**src/rtl/tgpa_pkg.sv**
```systemverilog
// types, constants and glyph tables shared by the glyph position adjust unit
`timescale 1ns / 1ps

package tgpa_pkg;

  localparam int unsigned CmdQueueDepth = 4;

  localparam logic [7:0] SaraAm   = 8'hd3;
  localparam logic [7:0] SaraAa   = 8'hd2;
  localparam logic [7:0] Nikhahit = 8'hed;
  localparam logic [7:0] YoYing   = 8'had;
  localparam logic [7:0] DoChada  = 8'hae;
  localparam logic [7:0] ToPatak  = 8'haf;
  localparam logic [7:0] ThoThan  = 8'hb0;
  localparam logic [7:0] YoYingPlain = 8'h90;
  localparam logic [7:0] TopFirst   = 8'he8;
  localparam logic [7:0] TopLast    = 8'hec;
  localparam logic [7:0] BelowFirst = 8'hd8;
  localparam logic [7:0] BelowLast  = 8'hda;
  localparam logic [7:0] BelowLowBase = 8'hfc;

  // one accepted request turns into up to three result bytes
  typedef struct packed {
    logic [1:0]      cnt;
    logic            last;
    logic [2:0][7:0] bytes;
  } cmd_t;

  function automatic logic long_tail(input logic [7:0] c);
    return (c == 8'hbb) || (c == 8'hbd) || (c == 8'hbf) || (c == 8'hcc);
  endfunction

  function automatic logic is_top(input logic [7:0] c);
    return (c >= TopFirst) && (c <= TopLast);
  endfunction

  function automatic logic [2:0] top_idx(input logic [7:0] c);
    logic [7:0] d;
    d = c - TopFirst;
    return d[2:0];
  endfunction

  function automatic logic is_below(input logic [7:0] c);
    return (c >= BelowFirst) && (c <= BelowLast);
  endfunction

  function automatic logic [7:0] below_low(input logic [7:0] c);
    logic [7:0] d;
    d = c - BelowFirst;
    return BelowLowBase + {6'd0, d[1:0]};
  endfunction

  function automatic logic is_above(input logic [7:0] c);
    return (c == 8'hd1) || (c == 8'hd4) || (c == 8'hd5) || (c == 8'hd6) ||
           (c == 8'hd7) || (c == 8'he7) || (c == 8'hed);
  endfunction

  function automatic logic [7:0] above_left(input logic w, input logic [7:0] c);
    logic [7:0] r;
    unique case (c)
      8'hd1:   r = w ? 8'h98 : 8'h92;
      8'hd4:   r = w ? 8'h81 : 8'h94;
      8'hd5:   r = w ? 8'h82 : 8'h95;
      8'hd6:   r = w ? 8'h83 : 8'h96;
      8'hd7:   r = w ? 8'h84 : 8'h97;
      8'he7:   r = w ? 8'h9a : 8'h93;
      8'hed:   r = w ? 8'h99 : 8'h8f;
      default: r = c;
    endcase
    return r;
  endfunction

  function automatic logic [7:0] top_low(input logic w, input logic [2:0] i);
    return (w ? 8'h8b : 8'h88) + {5'd0, i};
  endfunction

  function automatic logic [7:0] top_low_left(input logic w, input logic [2:0] i);
    return (w ? 8'h86 : 8'h83) + {5'd0, i};
  endfunction

  function automatic logic [7:0] top_left(input logic w, input logic [2:0] i);
    return (w ? 8'h9b : 8'h98) + {5'd0, i};
  endfunction

  function automatic logic [7:0] left_nikhahit(input logic w);
    return w ? 8'h99 : 8'h8f;
  endfunction

  function automatic logic [7:0] tho_than_plain(input logic w);
    return w ? 8'h80 : 8'h9f;
  endfunction

endpackage

```
**src/rtl/tgpa_front.sv**
```systemverilog
// front end: string context, glyph classification and result command build
`timescale 1ns / 1ps

module tgpa_front (
  input  logic             clk_i,
  input  logic             rst_ni,
  input  logic             cfg_we_i,
  input  logic             cfg_wdata_i,
  input  logic             req_i,
  input  logic [7:0]       in_byte_i,
  input  logic             in_last_i,
  output logic             cmd_push_o,
  output tgpa_pkg::cmd_t   cmd_o
);
  import tgpa_pkg::*;

  logic       win_q;
  logic [7:0] prev_q, prev_d;
  logic [7:0] prev2_q, prev2_d;
  logic [1:0] pos_q, pos_d;
  logic [7:0] pend_q, pend_d;
  logic       pend_v_q, pend_v_d;
  logic       pend_low_q, pend_low_d;

  logic [7:0] pend;
  logic [7:0] fresh;
  logic       extra;
  logic       lowerable;
  logic       pos1, pos2;
  logic [1:0] n_all;
  logic [7:0] s0, s1;

  always_comb begin
    pend      = pend_q;
    fresh     = in_byte_i;
    extra     = 1'b0;
    lowerable = 1'b0;
    pos1      = (pos_q != 2'd0);
    pos2      = pos_q[1];

    // held tone mark drops unless sara am follows
    if (pend_v_q && pend_low_q && (in_byte_i != SaraAm) && is_top(pend_q)) begin
      pend = top_low(win_q, top_idx(pend_q));
    end

    if (in_byte_i == SaraAm) begin
      extra = 1'b1;
      fresh = Nikhahit;
      if (pos1) begin
        if (long_tail(prev_q)) begin
          fresh = left_nikhahit(win_q);
        end else if (is_top(prev_q)) begin
          if (pos2) begin
            if (long_tail(prev2_q)) begin
              fresh = top_left(win_q, top_idx(prev_q));
              pend  = left_nikhahit(win_q);
            end else begin
              fresh = prev_q;
              pend  = Nikhahit;
            end
          end else begin
            fresh = SaraAm;
          end
        end
      end
    end else if (is_top(in_byte_i)) begin
      if (pos1) begin
        if (long_tail(prev_q)) begin
          fresh = top_low_left(win_q, top_idx(in_byte_i));
        end else if (is_above(prev_q)) begin
          if (pos2 && long_tail(prev2_q)) begin
            fresh = top_left(win_q, top_idx(in_byte_i));
          end
        end else if (is_below(prev_q)) begin
          if (pos2) begin
            fresh = long_tail(prev2_q) ? top_low_left(win_q, top_idx(in_byte_i))
                                       : top_low(win_q, top_idx(in_byte_i));
          end
        end else begin
          lowerable = 1'b1;
        end
      end
    end else if (is_above(in_byte_i)) begin
      if (pos1 && long_tail(prev_q)) begin
        fresh = above_left(win_q, in_byte_i);
      end
    end else if (is_below(in_byte_i)) begin
      if (pos1) begin
        if (prev_q == YoYing) begin
          pend = YoYingPlain;
        end else if ((prev_q == DoChada) || (prev_q == ToPatak)) begin
          fresh = below_low(in_byte_i);
        end else if (prev_q == ThoThan) begin
          pend = tho_than_plain(win_q);
        end
      end
    end

    // end of string lowers a trailing tone mark at once
    if (in_last_i && lowerable) begin
      fresh     = top_low(win_q, top_idx(in_byte_i));
      lowerable = 1'b0;
    end
  end

  assign n_all = 2'd1 + {1'b0, pend_v_q} + {1'b0, extra};
  assign s0    = pend_v_q ? pend : fresh;
  assign s1    = pend_v_q ? fresh : SaraAa;

  always_comb begin
    cmd_o.bytes = {SaraAa, s1, s0};
    cmd_o.last  = in_last_i;
    cmd_o.cnt   = in_last_i ? n_all : (n_all - 2'd1);
  end

  assign cmd_push_o = req_i && (cmd_o.cnt != 2'd0);

  always_comb begin
    prev_d     = prev_q;
    prev2_d    = prev2_q;
    pos_d      = pos_q;
    pend_d     = pend_q;
    pend_v_d   = pend_v_q;
    pend_low_d = pend_low_q;
    if (req_i) begin
      if (in_last_i) begin
        prev_d     = '0;
        prev2_d    = '0;
        pos_d      = '0;
        pend_d     = '0;
        pend_v_d   = 1'b0;
        pend_low_d = 1'b0;
      end else begin
        prev_d     = in_byte_i;
        prev2_d    = prev_q;
        pos_d      = (pos_q == 2'd3) ? pos_q : (pos_q + 2'd1);
        pend_d     = extra ? SaraAa : fresh;
        pend_v_d   = 1'b1;
        pend_low_d = lowerable && !extra;
      end
    end
  end

  always_ff @(posedge clk_i or negedge rst_ni) begin
    if (!rst_ni) begin
      win_q      <= 1'b0;
      prev_q     <= '0;
      prev2_q    <= '0;
      pos_q      <= '0;
      pend_q     <= '0;
      pend_v_q   <= 1'b0;
      pend_low_q <= 1'b0;
    end else begin
      if (cfg_we_i) begin
        win_q <= cfg_wdata_i;
      end
      prev_q     <= prev_d;
      prev2_q    <= prev2_d;
      pos_q      <= pos_d;
      pend_q     <= pend_d;
      pend_v_q   <= pend_v_d;
      pend_low_q <= pend_low_d;
    end
  end

endmodule

```
**src/rtl/tgpa_cmd_queue.sv**
```systemverilog
// short command queue between the front end and the result serializer
`timescale 1ns / 1ps

module tgpa_cmd_queue #(
  parameter int unsigned Depth = 4
) (
  input  logic           clk_i,
  input  logic           rst_ni,
  input  logic           push_i,
  input  tgpa_pkg::cmd_t wdata_i,
  input  logic           pop_i,
  output tgpa_pkg::cmd_t rdata_o,
  output logic           empty_o,
  output logic           full_o
);
  import tgpa_pkg::*;

  localparam int unsigned PtrW = (Depth > 1) ? $clog2(Depth) : 1;
  localparam int unsigned CntW = $clog2(Depth + 1);

  cmd_t            mem_q [Depth];
  logic [PtrW-1:0] wptr_q, wptr_d;
  logic [PtrW-1:0] rptr_q, rptr_d;
  logic [CntW-1:0] cnt_q, cnt_d;
  logic            do_push, do_pop;

  assign empty_o = (cnt_q == '0);
  assign full_o  = (cnt_q == CntW'(Depth));
  assign do_push = push_i && !full_o;
  assign do_pop  = pop_i && !empty_o;
  assign rdata_o = mem_q[rptr_q];

  always_comb begin
    wptr_d = wptr_q;
    rptr_d = rptr_q;
    cnt_d  = cnt_q;
    if (do_push) begin
      wptr_d = (wptr_q == PtrW'(Depth - 1)) ? '0 : (wptr_q + PtrW'(1));
    end
    if (do_pop) begin
      rptr_d = (rptr_q == PtrW'(Depth - 1)) ? '0 : (rptr_q + PtrW'(1));
    end
    if (do_push && !do_pop) begin
      cnt_d = cnt_q + CntW'(1);
    end else if (do_pop && !do_push) begin
      cnt_d = cnt_q - CntW'(1);
    end
  end

  always_ff @(posedge clk_i) begin
    if (do_push) begin
      mem_q[wptr_q] <= wdata_i;
    end
  end

  always_ff @(posedge clk_i or negedge rst_ni) begin
    if (!rst_ni) begin
      wptr_q <= '0;
      rptr_q <= '0;
      cnt_q  <= '0;
    end else begin
      wptr_q <= wptr_d;
      rptr_q <= rptr_d;
      cnt_q  <= cnt_d;
    end
  end

endmodule

```
**src/rtl/tgpa_back.sv**
```systemverilog
// back end: walks each command one byte a cycle into the result register while the receiver keeps popping
`timescale 1ns / 1ps

module tgpa_back (
  input  logic           clk_i,
  input  logic           rst_ni,
  input  tgpa_pkg::cmd_t cmd_i,
  input  logic           cmd_empty_i,
  output logic           cmd_pop_o,
  input  logic           pop_i,
  output logic           empty_o,
  output logic [7:0]     out_byte_o,
  output logic           out_last_o
);
  import tgpa_pkg::*;

  logic [1:0] idx_q, idx_d;
  logic       out_v_q, out_v_d;
  logic [7:0] byte_q;
  logic       last_q;
  logic       load;
  logic       final_slot;
  logic [7:0] sel_byte;

  assign load       = !cmd_empty_i && (!out_v_q || pop_i);
  assign final_slot = (idx_q == (cmd_i.cnt - 2'd1));
  assign cmd_pop_o  = load && final_slot;

  always_comb begin
    unique case (idx_q)
      2'd0:    sel_byte = cmd_i.bytes[0];
      2'd1:    sel_byte = cmd_i.bytes[1];
      2'd2:    sel_byte = cmd_i.bytes[2];
      default: sel_byte = cmd_i.bytes[0];
    endcase
  end

  always_comb begin
    idx_d   = idx_q;
    out_v_d = out_v_q;
    if (load) begin
      out_v_d = 1'b1;
      idx_d   = final_slot ? 2'd0 : (idx_q + 2'd1);
    end else if (pop_i) begin
      out_v_d = 1'b0;
    end
  end

  always_ff @(posedge clk_i) begin
    if (load) begin
      byte_q <= sel_byte;
      last_q <= cmd_i.last && final_slot;
    end
  end

  always_ff @(posedge clk_i or negedge rst_ni) begin
    if (!rst_ni) begin
      idx_q   <= '0;
      out_v_q <= 1'b0;
    end else begin
      idx_q   <= idx_d;
      out_v_q <= out_v_d;
    end
  end

  assign empty_o    = !out_v_q;
  assign out_byte_o = byte_q;
  assign out_last_o = last_q;

endmodule

```
**src/rtl/thai_glyph_position_adjust_unit.sv**
```systemverilog
// top level of the thai glyph position adjust unit
//
// input side is a queue: a tis-620 byte with its end-of-string flag is taken
// at an edge where push is high and full is low. result side is a queue too:
// out_byte_o/out_last_o hold the oldest result while empty is low and it is
// taken at an edge where pop is high. cfg_we_i writes cfg_wdata_i into the
// glyph set select (1 windows codes, 0 mac codes); the user must write it
// only while the unit is idle, the block itself does not enforce that.
// each request yields zero to three result bytes; the last byte of a string
// is held back until the next byte arrives or the string ends.
// throughput: one request per cycle into the front end while full is low,
// one result per cycle out of the serializer while pop is held and a command
// is queued; the command queue absorbs bursts. reset clears the string
// context, the glyph select and the queue and empties the result register.
// when the receiver stalls the result holds, the queue fills and full rises;
// nothing is dropped.
`timescale 1ns / 1ps

module thai_glyph_position_adjust_unit #(
  parameter int unsigned CmdDepth = tgpa_pkg::CmdQueueDepth
) (
  input  logic       clk_i,
  input  logic       rst_ni,
  input  logic       cfg_we_i,
  input  logic       cfg_wdata_i,
  input  logic       push,
  output logic       full,
  input  logic [7:0] in_byte_i,
  input  logic       in_last_i,
  output logic       empty,
  input  logic       pop,
  output logic [7:0] out_byte_o,
  output logic       out_last_o
);
  import tgpa_pkg::*;

  logic req;
  logic cmd_push;
  cmd_t cmd_in;
  cmd_t cmd_head;
  logic cmd_empty;
  logic cmd_full;
  logic cmd_pop;

  assign full = cmd_full;
  assign req  = push && !cmd_full;

  tgpa_front u_front (
    .clk_i       (clk_i),
    .rst_ni      (rst_ni),
    .cfg_we_i    (cfg_we_i),
    .cfg_wdata_i (cfg_wdata_i),
    .req_i       (req),
    .in_byte_i   (in_byte_i),
    .in_last_i   (in_last_i),
    .cmd_push_o  (cmd_push),
    .cmd_o       (cmd_in)
  );

  tgpa_cmd_queue #(
    .Depth (CmdDepth)
  ) u_queue (
    .clk_i   (clk_i),
    .rst_ni  (rst_ni),
    .push_i  (cmd_push),
    .wdata_i (cmd_in),
    .pop_i   (cmd_pop),
    .rdata_o (cmd_head),
    .empty_o (cmd_empty),
    .full_o  (cmd_full)
  );

  tgpa_back u_back (
    .clk_i       (clk_i),
    .rst_ni      (rst_ni),
    .cmd_i       (cmd_head),
    .cmd_empty_i (cmd_empty),
    .cmd_pop_o   (cmd_pop),
    .pop_i       (pop),
    .empty_o     (empty),
    .out_byte_o  (out_byte_o),
    .out_last_o  (out_last_o)
  );

endmodule

```
**config.mk**
```make
export PLATFORM = sky130hd
export DESIGN_NAME = thai_glyph_position_adjust_unit
export DESIGN_NICKNAME = d
export VERILOG_FILES = /design/src/rtl/tgpa_pkg.sv /design/src/rtl/tgpa_front.sv /design/src/rtl/tgpa_cmd_queue.sv /design/src/rtl/tgpa_back.sv /design/src/rtl/thai_glyph_position_adjust_unit.sv
export SDC_FILE = /design/constraint.sdc
export NUM_CORES = 1
export LEC_CHECK = 0
export ABC_AREA = 1
export ABC_CLOCK_PERIOD_IN_PS = 8800
export BUFFER_PORTS_ARGS = -buffer_cell sky130_fd_sc_hd__buf_2
export CAP_MARGIN = 20
export CORE_UTILIZATION = 45
export DETAILED_ROUTE_END_ITERATION = 6
export GPL_TIMING_DRIVEN = 1
export PLACE_DENSITY = 0.65
export SYNTH_ARGS = -nofsm -noshare
export SYNTH_HDL_FRONTEND = slang
export SYNTH_HIERARCHICAL = 1
export SYNTH_SLANG_ARGS = --single-unit
```
**constraint.sdc**
```tcl
create_clock -name clk_i -period 8.8 [get_ports clk_i]
set_clock_uncertainty 0.05 [all_clocks]
set_input_delay 0.44 -clock clk_i [delete_from_list [all_inputs] [get_ports clk_i]]
set_output_delay 0.44 -clock clk_i [all_outputs]
set_load 0.005 [all_outputs]
```
== Word-level counts from Yosys, hierarchy flattened ==
Memories as Yosys holds them, arrays and structs flattened.
Index checks and enable logic that the tools add are counted.
W data, S select, Z words.

* Memories: 1
* Memory bits (writable): 76
* Memory bits (read-only): 0
* Logic and storage cells: 210
* Bits in registers: 48
* Bits in latches: 0

{| class="wikitable"
|+ Memories
! memory !! depth !! bits a word !! read ports !! clocked after Yosys merged registers in !! wr ports !! RTL line !! RTL
|-
| u_queue.mem_q || 4 || 19 || 1 || 0 || 1 || tgpa_cmd_queue.sv:21 || <nowiki>cmd_t mem_q [Depth];</nowiki>
|}

* Bitwise operators: 0
* Reduce and logical (&&, ||, !) cells: 53
* Eq/ne operators: 36
* Div/mod/pow operators: 0
* Add/subtract/negate cells: 20
* Multiply operators: 0
* Shift operators: 0
* Mux-type cells: 76
* Magnitude comparators: 10

{| class="wikitable"
|+ Operators with widths
! kind !! number
|-
| $mux W8 || 41
|-
| $eq A8 B8 Y1 const B || 27
|-
| $pmux W8 S7 || 1
|-
| $add A8 B3 Y8 || 5
|-
| $ge A8 B8 Y1 const B || 5
|-
| $le A8 B8 Y1 const B || 5
|-
| $mux W5 || 6
|-
| $logic_and A1 B1 Y1 || 21
|-
| $logic_or A1 B1 Y1 || 20
|-
| $mux W2 || 8
|-
| $pmux W8 S2 || 1
|-
| $mux W1 || 14
|-
| $sub A3 B1 Y3 const B || 4
|-
| $mux W3 || 3
|-
| $add A2 B1 Y2 const B || 4
|-
| $eq A2 B2 Y1 const B || 4
|-
| $mux W4 || 2
|-
| $ne A8 B8 Y1 const B || 1
|-
| $reduce_bool A2 Y1 || 4
|-
| $logic_not A1 Y1 || 6
|-
| $sub A2 B1 Y2 const B || 3
|-
| $add A3 B3 Y4 const A || 1
|-
| $add A3 B1 Y3 const B || 1
|-
| $eq A3 B3 Y1 const B || 1
|-
| 7 further kinds || 7
|}

== Depth between registers and ports, before layout ==
* Word-level depth: 16
* Mapped depth: 20
* Depth with buffers taken out: 18

== Hierarchy ==
Netlist, hierarchy kept.

{| class="wikitable"
|+ Modules (own cells, without submodules)
! module !! area an instance (um^2) !! times used !! cells an instance !! sequential area each (um^2)
|-
| tgpa_cmd_queue || 4,780.8 || 1 || 375 || 3,418.3
|-
| tgpa_front || 3,447.1 || 1 || 543 || 725.7
|-
| tgpa_back || 665.6 || 1 || 77 || 345.3
|-
| thai_glyph_position_adjust_unit || 10.0 || 1 || 2 || 0.0
|}

== Worst setup path after synthesis ==
Ideal clock, no wire load.

* Path kind: input to register
* From: input in_byte_i[2]
* To: memory u_queue/mem_q[0][0] (netlist name), enable pin
* Path buffers: 2
* Slack: 5.174 ns
* Required time: 8.339 ns
* Stages: 11
* Arrival time: 3.165 ns
* Cell sequence: buf_4 clkinv_2 nand2_1 nor3_4 inv_2 clkbuf_8 ha_1 xnor2_1 a21oi_1 nand2_1 nor2_1

* Word-level cells in the longest chain between the ends: 10

{| class="wikitable"
|+ Ends and longest elaborated chain
! element !! RTL line !! RTL
|-
| start, declared || thai_glyph_position_adjust_unit.sv:28 || <nowiki>input logic [7:0] in_byte_i,</nowiki>
|-
| $eq A8 B8 Y1 (*) || tgpa_front.sv:46 || <nowiki>if (in_byte_i == SaraAm) begin</nowiki>
|-
| $mux W1 (*) || tgpa_front.sv:46 ||
|-
| $add A2 B1 Y2 (*) || tgpa_front.sv:106 || <nowiki>assign n_all = 2'd1 + {1'b0, pend_v_q} + {1'b0, extra};</nowiki>
|-
| $sub A2 B1 Y2 || tgpa_front.sv:113 || <nowiki>cmd_o.cnt = in_last_i ? n_all : (n_all - 2'd1);</nowiki>
|-
| $mux W2 (*) || tgpa_front.sv:113 ||
|-
| $reduce_bool A2 Y1 (*) || tgpa_front.sv:116 || <nowiki>assign cmd_push_o = req_i && (cmd_o.cnt != 2'd0);</nowiki>
|-
| $logic_and A1 B1 Y1 (*) || tgpa_front.sv:116 ||
|-
| named net cmd_push || thai_glyph_position_adjust_unit.sv:38 || <nowiki>logic cmd_push;</nowiki>
|-
| $logic_and A1 B1 Y1 (*) || tgpa_cmd_queue.sv:29 || <nowiki>assign do_push = push_i && !full_o;</nowiki>
|-
| $mux W1 (*) || tgpa_cmd_queue.sv:51 || <nowiki>if (do_push) begin</nowiki>
|-
| $mux W1 (implied by the code) (*) || tgpa_cmd_queue.sv:52 || <nowiki>mem_q[wptr_q] <= wdata_i;</nowiki>
|-
| end, declared || tgpa_cmd_queue.sv:21 ||
|}

The timed path passes the listed nets; every way through them passes the cells marked *.

== Worst setup path after layout ==
* From: input in_byte_i[2]
* To: register u_queue.cnt_q[2]

* Word-level cells in the longest chain between the ends: 11
* Elaborated cells between the ends (all ways): 13
* Classes of those cells: 2 x add/sub; 1 x eq/ne; 3 x mux; 7 x reduce/logical

{| class="wikitable"
|+ Ends and longest elaborated chain
! element !! RTL line !! RTL
|-
| $eq A8 B8 Y1 (*) || tgpa_front.sv:46 ||
|-
| $mux W1 (*) || tgpa_front.sv:46 ||
|-
| $add A2 B1 Y2 (*) || tgpa_front.sv:106 ||
|-
| $sub A2 B1 Y2 || tgpa_front.sv:113 ||
|-
| $mux W2 (*) || tgpa_front.sv:113 ||
|-
| $reduce_bool A2 Y1 (*) || tgpa_front.sv:116 ||
|-
| $logic_and A1 B1 Y1 (*) || tgpa_front.sv:116 ||
|-
| named net cmd_push || thai_glyph_position_adjust_unit.sv:38 ||
|-
| $logic_and A1 B1 Y1 (*) || tgpa_cmd_queue.sv:29 ||
|-
| named net u_queue.do_push || tgpa_cmd_queue.sv:25 || <nowiki>logic do_push, do_pop;</nowiki>
|-
| $logic_not A1 Y1 || tgpa_cmd_queue.sv:45 || <nowiki>end else if (do_pop && !do_push) begin</nowiki>
|-
| $logic_and A1 B1 Y1 || tgpa_cmd_queue.sv:45 ||
|-
| $reduce_bool A2 Y1 (no source line) || - ||
|-
| end signal, assigned || tgpa_cmd_queue.sv:64 || <nowiki>cnt_q <= cnt_d;</nowiki>
|-
| end, declared || tgpa_cmd_queue.sv:24 || <nowiki>logic [CntW-1:0] cnt_q, cnt_d;</nowiki>
|}

Marked as above.
A chain may end at the register's enable or synchronous reset.

==> results.toml <==
[logic_synthesis]
synth.distinct_cells = 50
yosys-top-cells-count = "nand2_1, inv_1, edfxtp_1"
synth_warnings = 6
async_reset_ff_share_pct = 25.00
yosysTopAreaCell = "edfxtp_1"
synth_most_common_cell = "nand2_1"
syn_area_um2 = 8904
ys_seq_area_share_pct = 50.42
synth_cells = 997
synth_top_area_share_pct = 39.46
synth_edf_count = 117
synth.avg_cell_area_um2 = 8.930
ys_ff_latch = 156
synthTopCellsByArea = "edfxtp_1, dfrtp_1, nand2_1"
synth_flop_cell = "edfxtp_1"

[timing]
hold_viol = 0
slew_headroom_pct = 31.47
layout_setup_ws_ns = 5.477
setup_viol = 0
min_period_ns = 3.323
rsz0062_at_grt = "false"
final_max_slew_viol_count = 0
fmaxAchievable_mhz = 300.9
fin_crit_sh_pct = 37.76
tns_ns = 0
worst_slew_pin_slew_ns = 1.028

[drt]
wirelength_mm = 19.74
avgRoutedWirePerCell_um = 15.31
drt-pass1-iter-count = 5
vias = 6741
drc = 0
drt-initial-drc-count = 523
viasPerCell = 5.230
antenna_left = 0

[critical_path]
rrSetupSlack_ns = 5.54
rr_worst_depth = 9
reg2reg_from = "u_queue/cnt_q[0]"
crit_path_end_kind = "flip-flop"
r2r_end = "u_front/pend_low_q"
worstPathRequired_ns = 9.06
critPathMaxFanout = 14
worstSetupPathType = "in -> reg"
cp.arrival_ns = 3.59
critPathLaunchType = "input port"

[power_and_ir_drop]
leakagePower_nw = 4.339
ir_drop_v = 0.0001335
p_total_w = 0.002722
p_per_area_nw_per_um2 = 279.9

[layout]
final_cell_area_um2 = 9726
final_util_pct = 50.14
drive_above_1_share_pct = 12.11
antennaDiodeCount = 0
area_delta_synth_final_pct = 9.233
fin_nets = 1054

[clocking]
cts_root_buf = "clkbuf_16"
cts_sinks = 156
cts-hold-fix-buffers = 0
cts_setup_buffers = 0
h-tree-depth = 4
clkSlewWorstSetupHoldPaths_ns = 0.07
numCtsBuffers = 17
cts_resized = 0
cts_tree = "done"
cts_buffer_depth = 2
clk_latency_ns = 0.42

[outcome]
status = "completed"

[global_routing]
grt_pass1_vias = 6305
grt_overflow = 0
antenna_found_initial = 0
grt_start_max_net_pins = 112
grtUsageTotal_pct = 20.76
grt_pass1_wl_mm = 31.94

[floorplanning]
io_pins = 26
die-area_um2 = 20350
die_w_um = 142.7
start_util_pct = 45.90
core.rowCount = 51
dieHeight_um = 142.7
core_um2 = 19400

[run]
drv_cap = 0

[placement]
portBuffers = 25
dp_slack_ns = 5.074
routabilityCongestion = 0.9255
dp_hpwl_mm = 13.66
place_area_um2 = 9120

[min_path]
hold_class = "in -> async"
==> critical path, stage by stage <==
cell and delay (ns):
buf_2 0.18, clkinv_2 0.12, nand2_1 0.11, nor3_4 0.52
inv_2 0.24, ha_1 0.35, xnor2_1 0.15, a21oi_1 0.24
nand2_1 0.24, inv_1 0.11, ha_1 0.17, inv_1 0.07
fa_1 0.38, nand2_1 0.10, nand3_1 0.07, nand2_1 0.06
nand2_1 0.04
==> cell type report <==
type | count | area (um^2)
fill | 1813 | 9673
timing repair buffer | 32 | 177.7
sequential | 156 | 4491
clock buffer | 18 | 429.2
clock inverter | 14 | 176.4
multi-input combinational | 650 | 3538
inverter | 154 | 581.8
tap | 265 | 331.6
==> cells in the final DEF (no fill, tap or decap), types with 4 or more instances in the layout <==
| master | count |
|---|---|
| nor2_2 | 10 |
| buf_4 | 7 |
| ha_1 | 24 |
| o211ai_1 | 60 |
| nand3_1 | 68 |
| nor2_1 | 57 |
| nand2_2 | 12 |
| nand3_2 | 4 |
| nor3_1 | 4 |
| fa_1 | 4 |
| o22ai_1 | 13 |
| edfxtp_1 | 117 |
| inv_1 | 136 |
| inv_6 | 6 |
| inv_2 | 13 |
| nand4_1 | 18 |
| o21ai_1 | 7 |
| dfrtp_1 | 38 |
| clkbuf_16 | 17 |
| conb_1 | 8 |
| a21oi_1 | 33 |
| nand2_4 | 6 |
| nand2_1 | 259 |
| o21ai_0 | 36 |
| buf_2 | 25 |
==> layer usage <==
layer | part of all wire (%) | vias to the layer above | global-route usage [%]
met4 | 2.5 | 0 | 7.980
li1 | - | 3349 | -
met2 | 49 | 208 | 34.65
met5 | 0 | - | 0
met3 | 5.2 | 37 | 4.259
met1 | 44 | 3147 | 26.50
==> how the worst max path moves through the flow <==
| stage | startpoint | to | slack, ns | cells past startpoint |
|---|---|---|---|---|
| 6_report | in_byte_i[2] | u_queue/cnt_q[2] | 5.48 | 17 |
| 5_1_grt | u_queue/cnt_q[0] | u_front/pend_q[5] | 5.20 | 10 |
| 4_1_cts | in_byte_i[2] | u_queue/cnt_q[2] | 5.52 | 17 |
| 3_5_place_dp | in_byte_i[2] | u_queue/cnt_q[2] | 5.07 | 17 |
| 3_3_place_gp | in_byte_i[2] | u_queue/cnt_q[2] | 5.16 | 17 |
| 2_1_floorplan | in_byte_i[2] | u_queue/mem_q[0][0] | 5.17 | 11 |
==> flip-flops by register name (all words and copies together) (netlist names), 2 cells and up <==
register and cells:
u_front/pend_q 8, u_front/pos_q 2, u_front/prev2_q 8, u_queue/cnt_q 3, u_queue/wptr_q 2, u_queue/mem_q 108, u_front/prev_q 8, u_back/out_byte_o 8
u_queue/rptr_q 2, u_back/idx_q 2
==> power breakdown <==
| part | total, W | internal, W | switching (W) | leakage, nW |
|---|---|---|---|---|
| sequential | 0.00108 | 0.000995 | 0.0000813 | 1.57 |
| clock | 0.000745 | 0.000430 | 0.000314 | 0.294 |
| combinational | 0.000902 | 0.000283 | 0.000618 | 2.48 |
==> stage by stage <==
stage          hold slack (ns)  instances
3_5_place_dp            0.4177       1257
5_1_grt                 0.1527       1289
3_3_place_gp            0.4145       1257
2_1_floorplan          0.09441       1003
4_1_cts                 0.1083       1289
6_report               0.08516       1289
==> kinds of logic (layout without fill, tap and decap cells) <==
logic type | count (synthesis) | in the layout | share of synthesized area (%)
simple gates | 449 | 449 | 22.99
buf+inv | 197 | 218 | 10.20
compound gates | 161 | 161 | 11.58
flops | 156 | 156 | 50.42
fa+ha+maj | 28 | 28 | 4.272
other cells | 2 | 8 | 0.08435
xor+xnor | 2 | 2 | 0.1968
mux | 2 | 2 | 0.2529
(Power assumes the default switching activity.)
